`src/rtl/core/bst_pkg.sv`:
```
package bst_pkg;

  localparam int TABLE_DEPTH     = 16;
  localparam int MAX_FRAME_BYTES = 2048;

  localparam int IDX_W = (TABLE_DEPTH > 1) ? $clog2(TABLE_DEPTH) : 1;
  localparam int CNT_W = $clog2(TABLE_DEPTH + 1);
  localparam int LEN_W = $clog2(MAX_FRAME_BYTES + 1);
  localparam int SUM_W = IDX_W + 1;

  localparam logic [1:0] OP_OBSERVE = 2'd0;
  localparam logic [1:0] OP_FLUSH   = 2'd1;
  localparam logic [1:0] OP_DUMP    = 2'd2;

  typedef struct packed {
    logic [1:0]  op;
    logic [47:0] station_id;
    logic [63:0] seen_time;
    logic [15:0] frame_len;
  } in_item_t;

  typedef struct packed {
    logic [3:0]  slot;
    logic        hit;
    logic        evicted;
    logic        truncated;
    logic [47:0] entry_station;
    logic [63:0] entry_time;
    logic [11:0] entry_length;
    logic [4:0]  fill;
    logic        last;
  } out_item_t;

  typedef struct packed {
    logic [47:0]      key;
    logic [63:0]      stamp;
    logic [LEN_W-1:0] len;
  } entry_t;

  typedef struct packed {
    logic             we;
    logic [IDX_W-1:0] waddr;
    entry_t           wdata;
    logic             rd_en;
    logic [IDX_W-1:0] rd_addr;
  } ram_req_t;

  // Map a logical slot onto the circular buffer that starts at base.
  function automatic logic [IDX_W-1:0] slot_wrap(input logic [IDX_W-1:0] base,
                                                 input logic [IDX_W-1:0] ofs);
    logic [SUM_W-1:0] sum;
    sum = {1'b0, base} + {1'b0, ofs};
    if (sum >= SUM_W'(TABLE_DEPTH)) begin
      sum = sum - SUM_W'(TABLE_DEPTH);
    end
    return sum[IDX_W-1:0];
  endfunction

endpackage

```
`src/rtl/core/bss_table_fifo_replace_top.sv`:
```
// Channel | Direction | Handshake          | Payload
// in      | input     | in_valid/in_ready  | in_data  (op, station_id, seen_time, frame_len)
// out     | output    | out_valid/out_ready| out_data (slot ... fill, last)
//
// Observe reads and compares entries one at a time (S_RD, S_CMP), then writes (S_WR);
// the table RAM has one read port with a registered read, so every compare waits on it.
// Dump reads and lists each entry in turn; flush and an unused op do not read the RAM.
// Entries sit in a circular buffer, so eviction overwrites the head entry and advances the head.
// Reset (rst_n low, synchronous) empties the table; the RAM itself is not cleared.
// A stalled out_ready holds the result register and the controller waits on it.
module bss_table_fifo_replace_top
  import bst_pkg::*;
(
  input  logic      clk,
  input  logic      rst_n,
  input  logic      in_valid,
  output logic      in_ready,
  input  in_item_t  in_data,
  output logic      out_valid,
  input  logic      out_ready,
  output out_item_t out_data
);

  logic      out_valid_r;
  out_item_t out_data_r;
  logic      out_free;
  logic      out_load;
  out_item_t out_item;
  ram_req_t  ram_req;
  entry_t    rd_data;

  assign out_free = !out_valid_r || out_ready;

  bst_ctrl u_ctrl (
    .clk      (clk),
    .rst_n    (rst_n),
    .in_valid (in_valid),
    .in_ready (in_ready),
    .in_data  (in_data),
    .out_free (out_free),
    .out_load (out_load),
    .out_item (out_item),
    .ram_req  (ram_req),
    .rd_data  (rd_data)
  );

  bst_table_ram u_ram (
    .clk     (clk),
    .req     (ram_req),
    .rd_data (rd_data)
  );

  always_ff @(posedge clk) begin
    if (!rst_n) begin
      out_valid_r <= 1'b0;
    end else if (out_load) begin
      out_valid_r <= 1'b1;
    end else if (out_ready) begin
      out_valid_r <= 1'b0;
    end
    if (out_load) begin
      out_data_r <= out_item;
    end
  end

  assign out_valid = out_valid_r;
  assign out_data  = out_data_r;

endmodule

```
`src/rtl/core/bst_table_ram.sv`:
```
module bst_table_ram
  import bst_pkg::*;
(
  input  logic     clk,
  input  ram_req_t req,
  output entry_t   rd_data
);

  entry_t mem [TABLE_DEPTH];
  entry_t rd_data_r;

  always_ff @(posedge clk) begin
    if (req.we) begin
      mem[req.waddr] <= req.wdata;
    end
    if (req.rd_en) begin
      rd_data_r <= mem[req.rd_addr];
    end
  end

  assign rd_data = rd_data_r;

endmodule

```
`src/rtl/core/bst_ctrl.sv`:
```
module bst_ctrl
  import bst_pkg::*;
(
  input  logic      clk,
  input  logic      rst_n,
  input  logic      in_valid,
  output logic      in_ready,
  input  in_item_t  in_data,
  input  logic      out_free,
  output logic      out_load,
  output out_item_t out_item,
  output ram_req_t  ram_req,
  input  entry_t    rd_data
);

  localparam logic [2:0] S_IDLE  = 3'd0;
  localparam logic [2:0] S_RD    = 3'd1;
  localparam logic [2:0] S_CMP   = 3'd2;
  localparam logic [2:0] S_WR    = 3'd3;
  localparam logic [2:0] S_DUMP  = 3'd4;
  localparam logic [2:0] S_FLUSH = 3'd5;

  logic [2:0]       state_r, state_nxt;
  in_item_t         req_r, req_nxt;
  logic [CNT_W-1:0] idx_r, idx_nxt;
  logic [CNT_W-1:0] count_r, count_nxt;
  logic [IDX_W-1:0] head_r, head_nxt;
  logic             hit_r, hit_nxt;

  logic             sat;
  logic [LEN_W-1:0] sat_len;
  logic             dump_last;

  assign sat       = req_r.frame_len > 16'(MAX_FRAME_BYTES);
  assign sat_len   = sat ? LEN_W'(MAX_FRAME_BYTES) : LEN_W'(req_r.frame_len);
  assign dump_last = (idx_r + CNT_W'(1)) == count_r;
  assign in_ready  = (state_r == S_IDLE);

  always_comb begin
    state_nxt = state_r;
    req_nxt   = req_r;
    idx_nxt   = idx_r;
    count_nxt = count_r;
    head_nxt  = head_r;
    hit_nxt   = hit_r;
    out_load  = 1'b0;
    out_item  = '0;
    ram_req   = '0;
    ram_req.wdata.key   = req_r.station_id;
    ram_req.wdata.stamp = req_r.seen_time;
    ram_req.wdata.len   = sat_len;
    ram_req.rd_addr     = slot_wrap(head_r, idx_r[IDX_W-1:0]);

    case (state_r)
      S_IDLE: begin
        if (in_valid) begin
          req_nxt = in_data;
          idx_nxt = '0;
          hit_nxt = 1'b0;
          case (in_data.op)
            OP_OBSERVE: state_nxt = (count_r == '0) ? S_WR : S_RD;
            OP_FLUSH:   state_nxt = S_FLUSH;
            OP_DUMP:    state_nxt = (count_r == '0) ? S_IDLE : S_RD;
            default:    state_nxt = S_IDLE;
          endcase
        end
      end
      S_RD: begin
        ram_req.rd_en = 1'b1;
        state_nxt = (req_r.op == OP_DUMP) ? S_DUMP : S_CMP;
      end
      S_CMP: begin
        if (rd_data.key == req_r.station_id) begin
          hit_nxt   = 1'b1;
          state_nxt = S_WR;
        end else if (dump_last) begin
          state_nxt = S_WR;
        end else begin
          idx_nxt   = idx_r + CNT_W'(1);
          state_nxt = S_RD;
        end
      end
      S_WR: begin
        if (out_free) begin
          ram_req.we             = 1'b1;
          out_load               = 1'b1;
          out_item.hit           = hit_r;
          out_item.truncated     = sat;
          out_item.entry_station = req_r.station_id;
          out_item.entry_time    = req_r.seen_time;
          out_item.entry_length  = 12'(sat_len);
          out_item.last          = 1'b1;
          if (hit_r) begin
            ram_req.waddr = slot_wrap(head_r, idx_r[IDX_W-1:0]);
            out_item.slot = 4'(idx_r);
          end else if (count_r < CNT_W'(TABLE_DEPTH)) begin
            ram_req.waddr = slot_wrap(head_r, count_r[IDX_W-1:0]);
            out_item.slot = 4'(count_r);
            count_nxt     = count_r + CNT_W'(1);
          end else begin
            // overwrite the oldest entry and advance the head
            ram_req.waddr    = head_r;
            head_nxt         = slot_wrap(head_r, IDX_W'(1));
            out_item.slot    = 4'(TABLE_DEPTH - 1);
            out_item.evicted = 1'b1;
          end
          out_item.fill = 5'(count_nxt);
          state_nxt     = S_IDLE;
        end
      end
      S_DUMP: begin
        if (out_free) begin
          out_load               = 1'b1;
          out_item.slot          = 4'(idx_r);
          out_item.entry_station = rd_data.key;
          out_item.entry_time    = rd_data.stamp;
          out_item.entry_length  = 12'(rd_data.len);
          out_item.fill          = 5'(count_r);
          out_item.last          = dump_last;
          if (dump_last) begin
            state_nxt = S_IDLE;
          end else begin
            idx_nxt   = idx_r + CNT_W'(1);
            state_nxt = S_RD;
          end
        end
      end
      S_FLUSH: begin
        if (out_free) begin
          out_load      = 1'b1;
          out_item.last = 1'b1;
          count_nxt     = '0;
          head_nxt      = '0;
          state_nxt     = S_IDLE;
        end
      end
      default: state_nxt = S_IDLE;
    endcase
  end

  always_ff @(posedge clk) begin
    if (!rst_n) begin
      state_r <= S_IDLE;
      count_r <= '0;
      head_r  <= '0;
      idx_r   <= '0;
      hit_r   <= 1'b0;
    end else begin
      state_r <= state_nxt;
      count_r <= count_nxt;
      head_r  <= head_nxt;
      idx_r   <= idx_nxt;
      hit_r   <= hit_nxt;
    end
    req_r <= req_nxt;
  end

  a_count_bound: assert property (@(posedge clk) disable iff (!rst_n)
    count_r <= CNT_W'(TABLE_DEPTH))
    else $error("entry count above table depth");

  a_evict_full: assert property (@(posedge clk) disable iff (!rst_n)
    out_load && out_item.evicted |-> out_item.fill == 5'(TABLE_DEPTH))
    else $error("eviction without a full table");

  a_hit_no_evict: assert property (@(posedge clk) disable iff (!rst_n)
    out_load |-> !(out_item.hit && out_item.evicted))
    else $error("hit and eviction in one result");

  a_flush_clears: assert property (@(posedge clk) disable iff (!rst_n)
    out_load && state_r == S_FLUSH |=> count_r == '0 && head_r == '0)
    else $error("flush left entries behind");

  a_no_rw_overlap: assert property (@(posedge clk) disable iff (!rst_n)
    !(ram_req.we && ram_req.rd_en))
    else $error("table read and write in one cycle");

endmodule
```
`config.mk`:
```
export PLATFORM = sky130hd
export DESIGN_NAME = bss_table_fifo_replace_top
export DESIGN_NICKNAME = d
export VERILOG_FILES = /design/src/rtl/core/bst_pkg.sv /design/src/rtl/core/bss_table_fifo_replace_top.sv /design/src/rtl/core/bst_table_ram.sv /design/src/rtl/core/bst_ctrl.sv
export SDC_FILE = /design/constraint.sdc
export NUM_CORES = 2
export LEC_CHECK = 0
export BUFFER_PORTS_ARGS = -buffer_cell sky130_fd_sc_hd__buf_4
export CAP_MARGIN = 20
export CORE_MARGIN = 4
export CORE_UTILIZATION = 40
export DETAILED_ROUTE_END_ITERATION = 8
export HOLD_SLACK_MARGIN = 0.15
export PLACE_DENSITY = 0.62
export SLEW_MARGIN = 20
export SYNTH_ARGS = -nofsm -noshare
export SYNTH_HDL_FRONTEND = slang
export SYNTH_SLANG_ARGS = --single-unit
```
`constraint.sdc`:
```
create_clock -name clk -period 41.1 [get_ports clk]
set_input_delay 6.165 -clock clk [delete_from_list [all_inputs] [get_ports clk]]
set_output_delay 6.165 -clock clk [all_outputs]
set_load 0.02 [all_outputs]
```
Yosys cells after proc, flatten, opt, wreduce, memory -nomap -nowiden
Memory sizes are Yosys's and may differ from the RTL's. A register that Yosys moved wholly into a read port is not among the register bits.
Index checks and enable logic that the tools add are counted.
{"block": "op_classes", "addsub": 8, "mul": 0, "n_div": 0, "n_lt_le_gt_ge": 5, "eq_ne": 19, "shift": 0, "n_mux": 54, "bitwise_logic": 2, "reduce_logical": 19}
{"op": "case mux 129 bit (2 select lines)", "n": 1}
{"op": "2-to-1 mux 137 bit", "n": 1}
{"op": "2-to-1 mux 130 bit", "n": 1}
{"op": "2-to-1 mux 5 bit", "n": 10}
{"op": "== test 48 bit", "n": 1}
{"op": "2-to-1 mux 4 bit", "n": 12}
{"op": "greater-than comparator 16 x 12 -> 1 bit (second input constant)", "n": 1}
{"op": "case mux 4 bit (2 select lines)", "n": 2}
{"op": ">= comparator 5 bit (second input constant)", "n": 3}
{"op": "2-to-1 mux 3 bit", "n": 5}
{"op": "case mux 3 bit (5 select lines)", "n": 1}
{"op": "case mux 5 bit (3 select lines)", "n": 1}
{"op": "!= test 2 bit (second input constant)", "n": 7}
{"op": "2-to-1 mux 1 bit", "n": 13}
{"op": "2-to-1 mux 12 bit", "n": 1}
{"op": "subtractor 4 x 1 -> 4 bit (second input constant)", "n": 3}
{"op": "adder 4 x 4 -> 5 bit", "n": 2}
{"op": "adder 5 x 1 -> 5 bit (second input constant)", "n": 2}
{"op": "case mux 5 bit (2 select lines)", "n": 1}
{"op": "case mux 3 bit (3 select lines)", "n": 1}
{"op": "AND reduction 3 bit", "n": 3}
{"op": "== test 3 x 2 -> 1 bit (second input constant)", "n": 2}
{"op": "== test 3 bit (second input constant)", "n": 2}
{"op": "nonzero test 2 bit", "n": 3}
{"op": "other kinds (22)", "n": 28}
{"block": "totals", "regBits": 286, "latchBits": 0, "mem_bits_rw": 1984, "rom_bits": 0, "inputBits": 134, "wordCells": 127, "n_memories": 1}
{"name": "u_ram.mem", "depth": 16, "width": 124, "read_ports": 1, "rd_clocked_by_memory_dff": 1, "wr": 1, "line_no": "bst_table_ram.sv:9", "text": "entry_t mem [TABLE_DEPTH];"}

Depth between registers and ports, before layout
{"block": "logic_depth", "ltp_word": 9, "ltp_mapped": 10}

Hierarchy
A second synthesis with hierarchy kept.
{"block": "unflattened", "cells_unflattened": 4003, "hier_area_um2": 90175.2}
{"mod": "bst_table_ram", "instances": 1, "cells_each": 3168, "area_per_inst_um2": 77748.3, "seq_area_each_um2": 63300.7}
{"mod": "bst_ctrl", "instances": 1, "cells_each": 694, "area_per_inst_um2": 8264.2, "seq_area_each_um2": 4264.1}
{"mod": "bss_table_fifo_replace_top", "instances": 1, "cells_each": 141, "area_per_inst_um2": 4162.7, "seq_area_each_um2": 4134.0}

Worst setup path after synthesis
OpenSTA, ideal clock, no wires.
{"block": "synth_timing", "path_type": "input to register", "startpoint": "input out_ready", "endpoint": "memory u_ram.mem[12][0] in the netlist's numbering, enable pin", "setup_ns": 0.911, "arrival_time_ns": 18.764, "required_time_ns": 40.189, "path_slack_ns": 21.426, "path_stages": 5, "n_path_buf": 1, "path_cell_list": "nand2b_1 -> clkbuf_1 -> nand3_1 -> or3_1 -> nor4_1"}
{"block": "synth_between", "elab_chain_cells": 5}
{"item": "from (decl)", "line_no": "bss_table_fifo_replace_top.sv:20", "text": "input logic out_ready,"}
{"item": "logical OR 1 bit *", "line_no": "bss_table_fifo_replace_top.sv:32", "text": "assign out_free = !out_valid_r || out_ready;"}
{"item": "2-to-1 mux 5 bit *", "line_no": "bst_ctrl.sv:84", "text": "if (out_free) begin"}
{"item": "2-to-1 mux 5 bit *", "line_no": "bst_ctrl.sv:54", "text": "case (state_r)"}
{"item": "2-to-1 mux 1 bit", "line_no": "bst_table_ram.sv:13", "text": "if (req.we) begin"}
{"item": "2-to-1 mux 1 bit (implied by the code)", "line_no": "bst_table_ram.sv:14", "text": "mem[req.waddr] <= req.wdata;"}
{"item": "to (decl)", "line_no": "bst_table_ram.sv:9"}
Mark *: on every way between the ends. The rest lies on a longest branch, timed or not.

Worst setup path after layout
{"block": "layout_timing", "startpoint": "input out_ready", "endpoint": "memory u_ram.mem[6][56] in the netlist's numbering, enable pin"}
The elaborated chain is that of the path after synthesis.

==> results.cfg <==
[run_status]
outcome = completed

[drt]
via_per_inst = 5.56
drt_pass1_iterations = 8
ant_nets = 0
first_iter_violations = 4253
wl_per_cell_um = 29.1
drt-total-wl_mm = 210
vias = 40000
remaining_drc_errors = 0

[setup_path]
cpPeakStageDelay_ns = 0.82
crit_path_cell_trace = buf_4, nand2b_1, nand3_1, a21oi_1, and3_4, buf_4, buf_4
worst-setup-path-type = in2reg
critPathArrivalTime_ns = 10.44
cp_common_cell = buf_4
r2r-start = u_ctrl.idx_r[0]
start_kind = primary input
critPathSlowestCell = buf_4
cp-end-kind = flop
r2r-end = u_ram.rd_data[73]
cp.required_ns = 41.55
reg2reg_depth = 8
r2r_slack_ns = 34.16
crit_path_max_fanout = 48

[logic_synthesis]
post-synth-top-count-cell = edfxtp_1
synth.area.top_cells = edfxtp_1 (80%), mux4_2 (16%), a22o_1 (1.2%)
synth_warnings = 0
synth_seq_cells = 2394
ys_top_cells_by_count = edfxtp_1 (2,375), mux4_2 (620), a22o_1 (125)
synth_edf_count = 2375
synth.top_cell.area_share = 0.795
yosys.area.top_type = edfxtp_1
async_reset_ff_frac = 0
ys_seq_area_frac = 0.800
synth_nets = 3773
syn_inst = 3626
syn_area_per_cell_sq_um = 24.7
synth_ff_type = edfxtp_1
synth_area_sq_um = 89700
ys_types = 55

[sta]
skew_ns = 0.0313
max_freq_mhz = 100
hold_viol_final = 0
period_needed_ns = 9.99
fin_tns_setup_ns = 0
final.period_utilization = 0.243
worst_pin_slew_ns = 1.12
drv_slew = 0
rsz0062_at_grt = false
relSlewSlack = 0.256
postLayoutSetupSlackWorst_ns = 31.11
finalSetupViolations = 0
hold_slack_ns = 0.524

[cts]
cts_tree = done
holdBufCountCts = 0
post_cts_resized = 0
cts-htree-levels = 4
clkTransAtPathRegs_ns = 0.06
clockBufferDepth = 3
numCtsBuffers = 232
clk_latency_ns = 0.85
cts_setup_buffers = 0
cts.sinks = 2394
cts-root-buf = clkbuf_16

[grt]
antenna_found_initial = 11
overflow = 0
grt_pass1_wl_mm = 303
grt_pass1_vias = 41400
grt.total_usage = 0.181
grt_max_degree = 143

[power]
powerDensity_nw_per_um2 = 51.0
power_leakage_nw = 31.7
ir_drop_v = 0.0000400

[floorplanning]
core_area_sq_um = 223000
rows = 173
fp.dieH_um = 481
die-area_sq_um = 232000
chipWidth_um = 481
initial_core_util = 0.403
io_pins = 273

[hold_path]
min_to = out_data[34]
min_from = u_ram.rd_data[28]
min_path_cells = 1
holdCritPathClass = reg2reg

[layout]
nets = 4167
areaGrowthSynthToFinish_pct = 15.0
drive_gt1_frac = 0.314

[place]
port_buffers = 272
dp_slack_ns = 30.21
place_congestion = 0.719
hpwl_mm = 112

[flow_run]
max_cap_viol_count = 0
[metal layers]
layer	GRT usage	up-vias	wire length, um
met5	0	-	0
met4	0.0459	0	4540
met3	0.0315	260	13500
met2	0.281	1436	99000
met1	0.267	21800	92500
li1	-	16500	-
[final cells by class]
| type | instances | area [sq um] |
|---|---|---|
| Fill cell | 18300 | 119000 |
| Sequential cell | 2394 | 71700 |
| Multi-Input combinational cell | 1041 | 17300 |
| Clock buffer | 279 | 6070 |
| Tap cell | 2975 | 3720 |
| Timing Repair Buffer | 343 | 2740 |
| Clock inverter | 149 | 1590 |
| Inverter | 8 | 30.0 |
| Antenna cell | 2 | 5.00 |
[worst max-delay path, delay by kind of cell]
family,cells,cell delay (ns)
buffers and inverters,3,1.66
AO/OA/AOI/OAI,1,0.78
AND/OR/NAND/NOR,3,1.75
[cells in the final DEF, fill, tap and decap left out, types with 3 or more instances in the layout]
| cell type | n |
|---|---|
| dfxtp_1 | 19 |
| and2_1 | 16 |
| inv_6 | 5 |
| bufinv_16 | 31 |
| a22o_1 | 125 |
| mux4_2 | 620 |
| nand4_1 | 7 |
| ha_1 | 10 |
| xnor2_1 | 26 |
| nand2b_1 | 8 |
| nor2b_1 | 6 |
| clkinv_1 | 57 |
| nor4_1 | 11 |
| or3_1 | 3 |
| edfxtp_1 | 2375 |
| a21oi_4 | 3 |
| inv_1 | 8 |
| nor3_1 | 9 |
| clkinv_2 | 37 |
| clkinvlp_4 | 10 |
| clkbuf_1 | 43 |
| clkinv_8 | 5 |
| nand3_1 | 9 |
| a21o_1 | 4 |
| a32o_1 | 3 |
| nor3_2 | 6 |
| buf_12 | 13 |
| nor2_1 | 18 |
| o21ai_0 | 18 |
| buf_4 | 330 |
| a21oi_1 | 18 |
| a31oi_1 | 3 |
| clkbuf_16 | 236 |
| nand2_1 | 27 |
| nor4_2 | 3 |
| mux2i_1 | 7 |
| xor2_1 | 37 |
[logic make-up (layout without fill, tap and decap cells)]
kind of cell / Yosys count / in the layout / share of synthesized area
adders and majority gates: 13 / 13 / 0.00198
xor gates and xnor gates: 65 / 65 / 0.00635
DFF: 2394 / 2394 / 0.800
buffers and inverters: 191 / 779 / 0.00953
muxes: 628 / 628 / 0.157
and+or+nand+nor: 147 / 147 / 0.00927
other: 0 / 2 / 0
AOI/OAI and AO/OA: 188 / 188 / 0.0166
[power by group]
part,internal [W],total [W],switching (W)
Combinational,0.000122,0.000273,0.000151
Clock,0.00124,0.00214,0.000897
Sequential,0.00277,0.00285,0.0000803
Total,0.00413,0.00526,0.00113
[sequential cells by signal, indices dropped and copies added (netlist names)]
name and cells:
u_ram.mem 1984, u_ctrl.req_r 18, u_ctrl.state_r 3, out_valid 1
u_ctrl.count_r 5, u_ctrl.idx_r 5, out_data 137, u_ram.rd_data 124
u_ctrl.head_r 4, u_ctrl.ram_req 112, u_ctrl.hit_r 1
[stage by stage]
stage	instance area (sq um)	utilization	power, W	std cells
6_report	103000	0.464	0.00526	7191
5_1_grt	103000	0.464	0.00545	7190
4_1_cts	103000	0.464	0.00532	7189
3_5_place_dp	95500	0.429	0.00318	6761
3_3_place_gp	95500	0.429	0.00318	6761
2_1_floorplan	89700	-	0.00305	3626
[worst max path at each step]
stage / start / to / cells past startpoint
after detailed placement: out_ready / u_ram.mem[5][31] / 7
final: out_ready / u_ram.mem[6][56] / 7
after global routing: out_ready / u_ram.mem[5][55] / 7
after global placement: out_ready / u_ram.mem[5][50] / 7
after floorplan: out_ready / u_ram.mem[12][0] / 5
after CTS: out_ready / u_ram.mem[5][34] / 7
(Power assumes the default switching activity.)
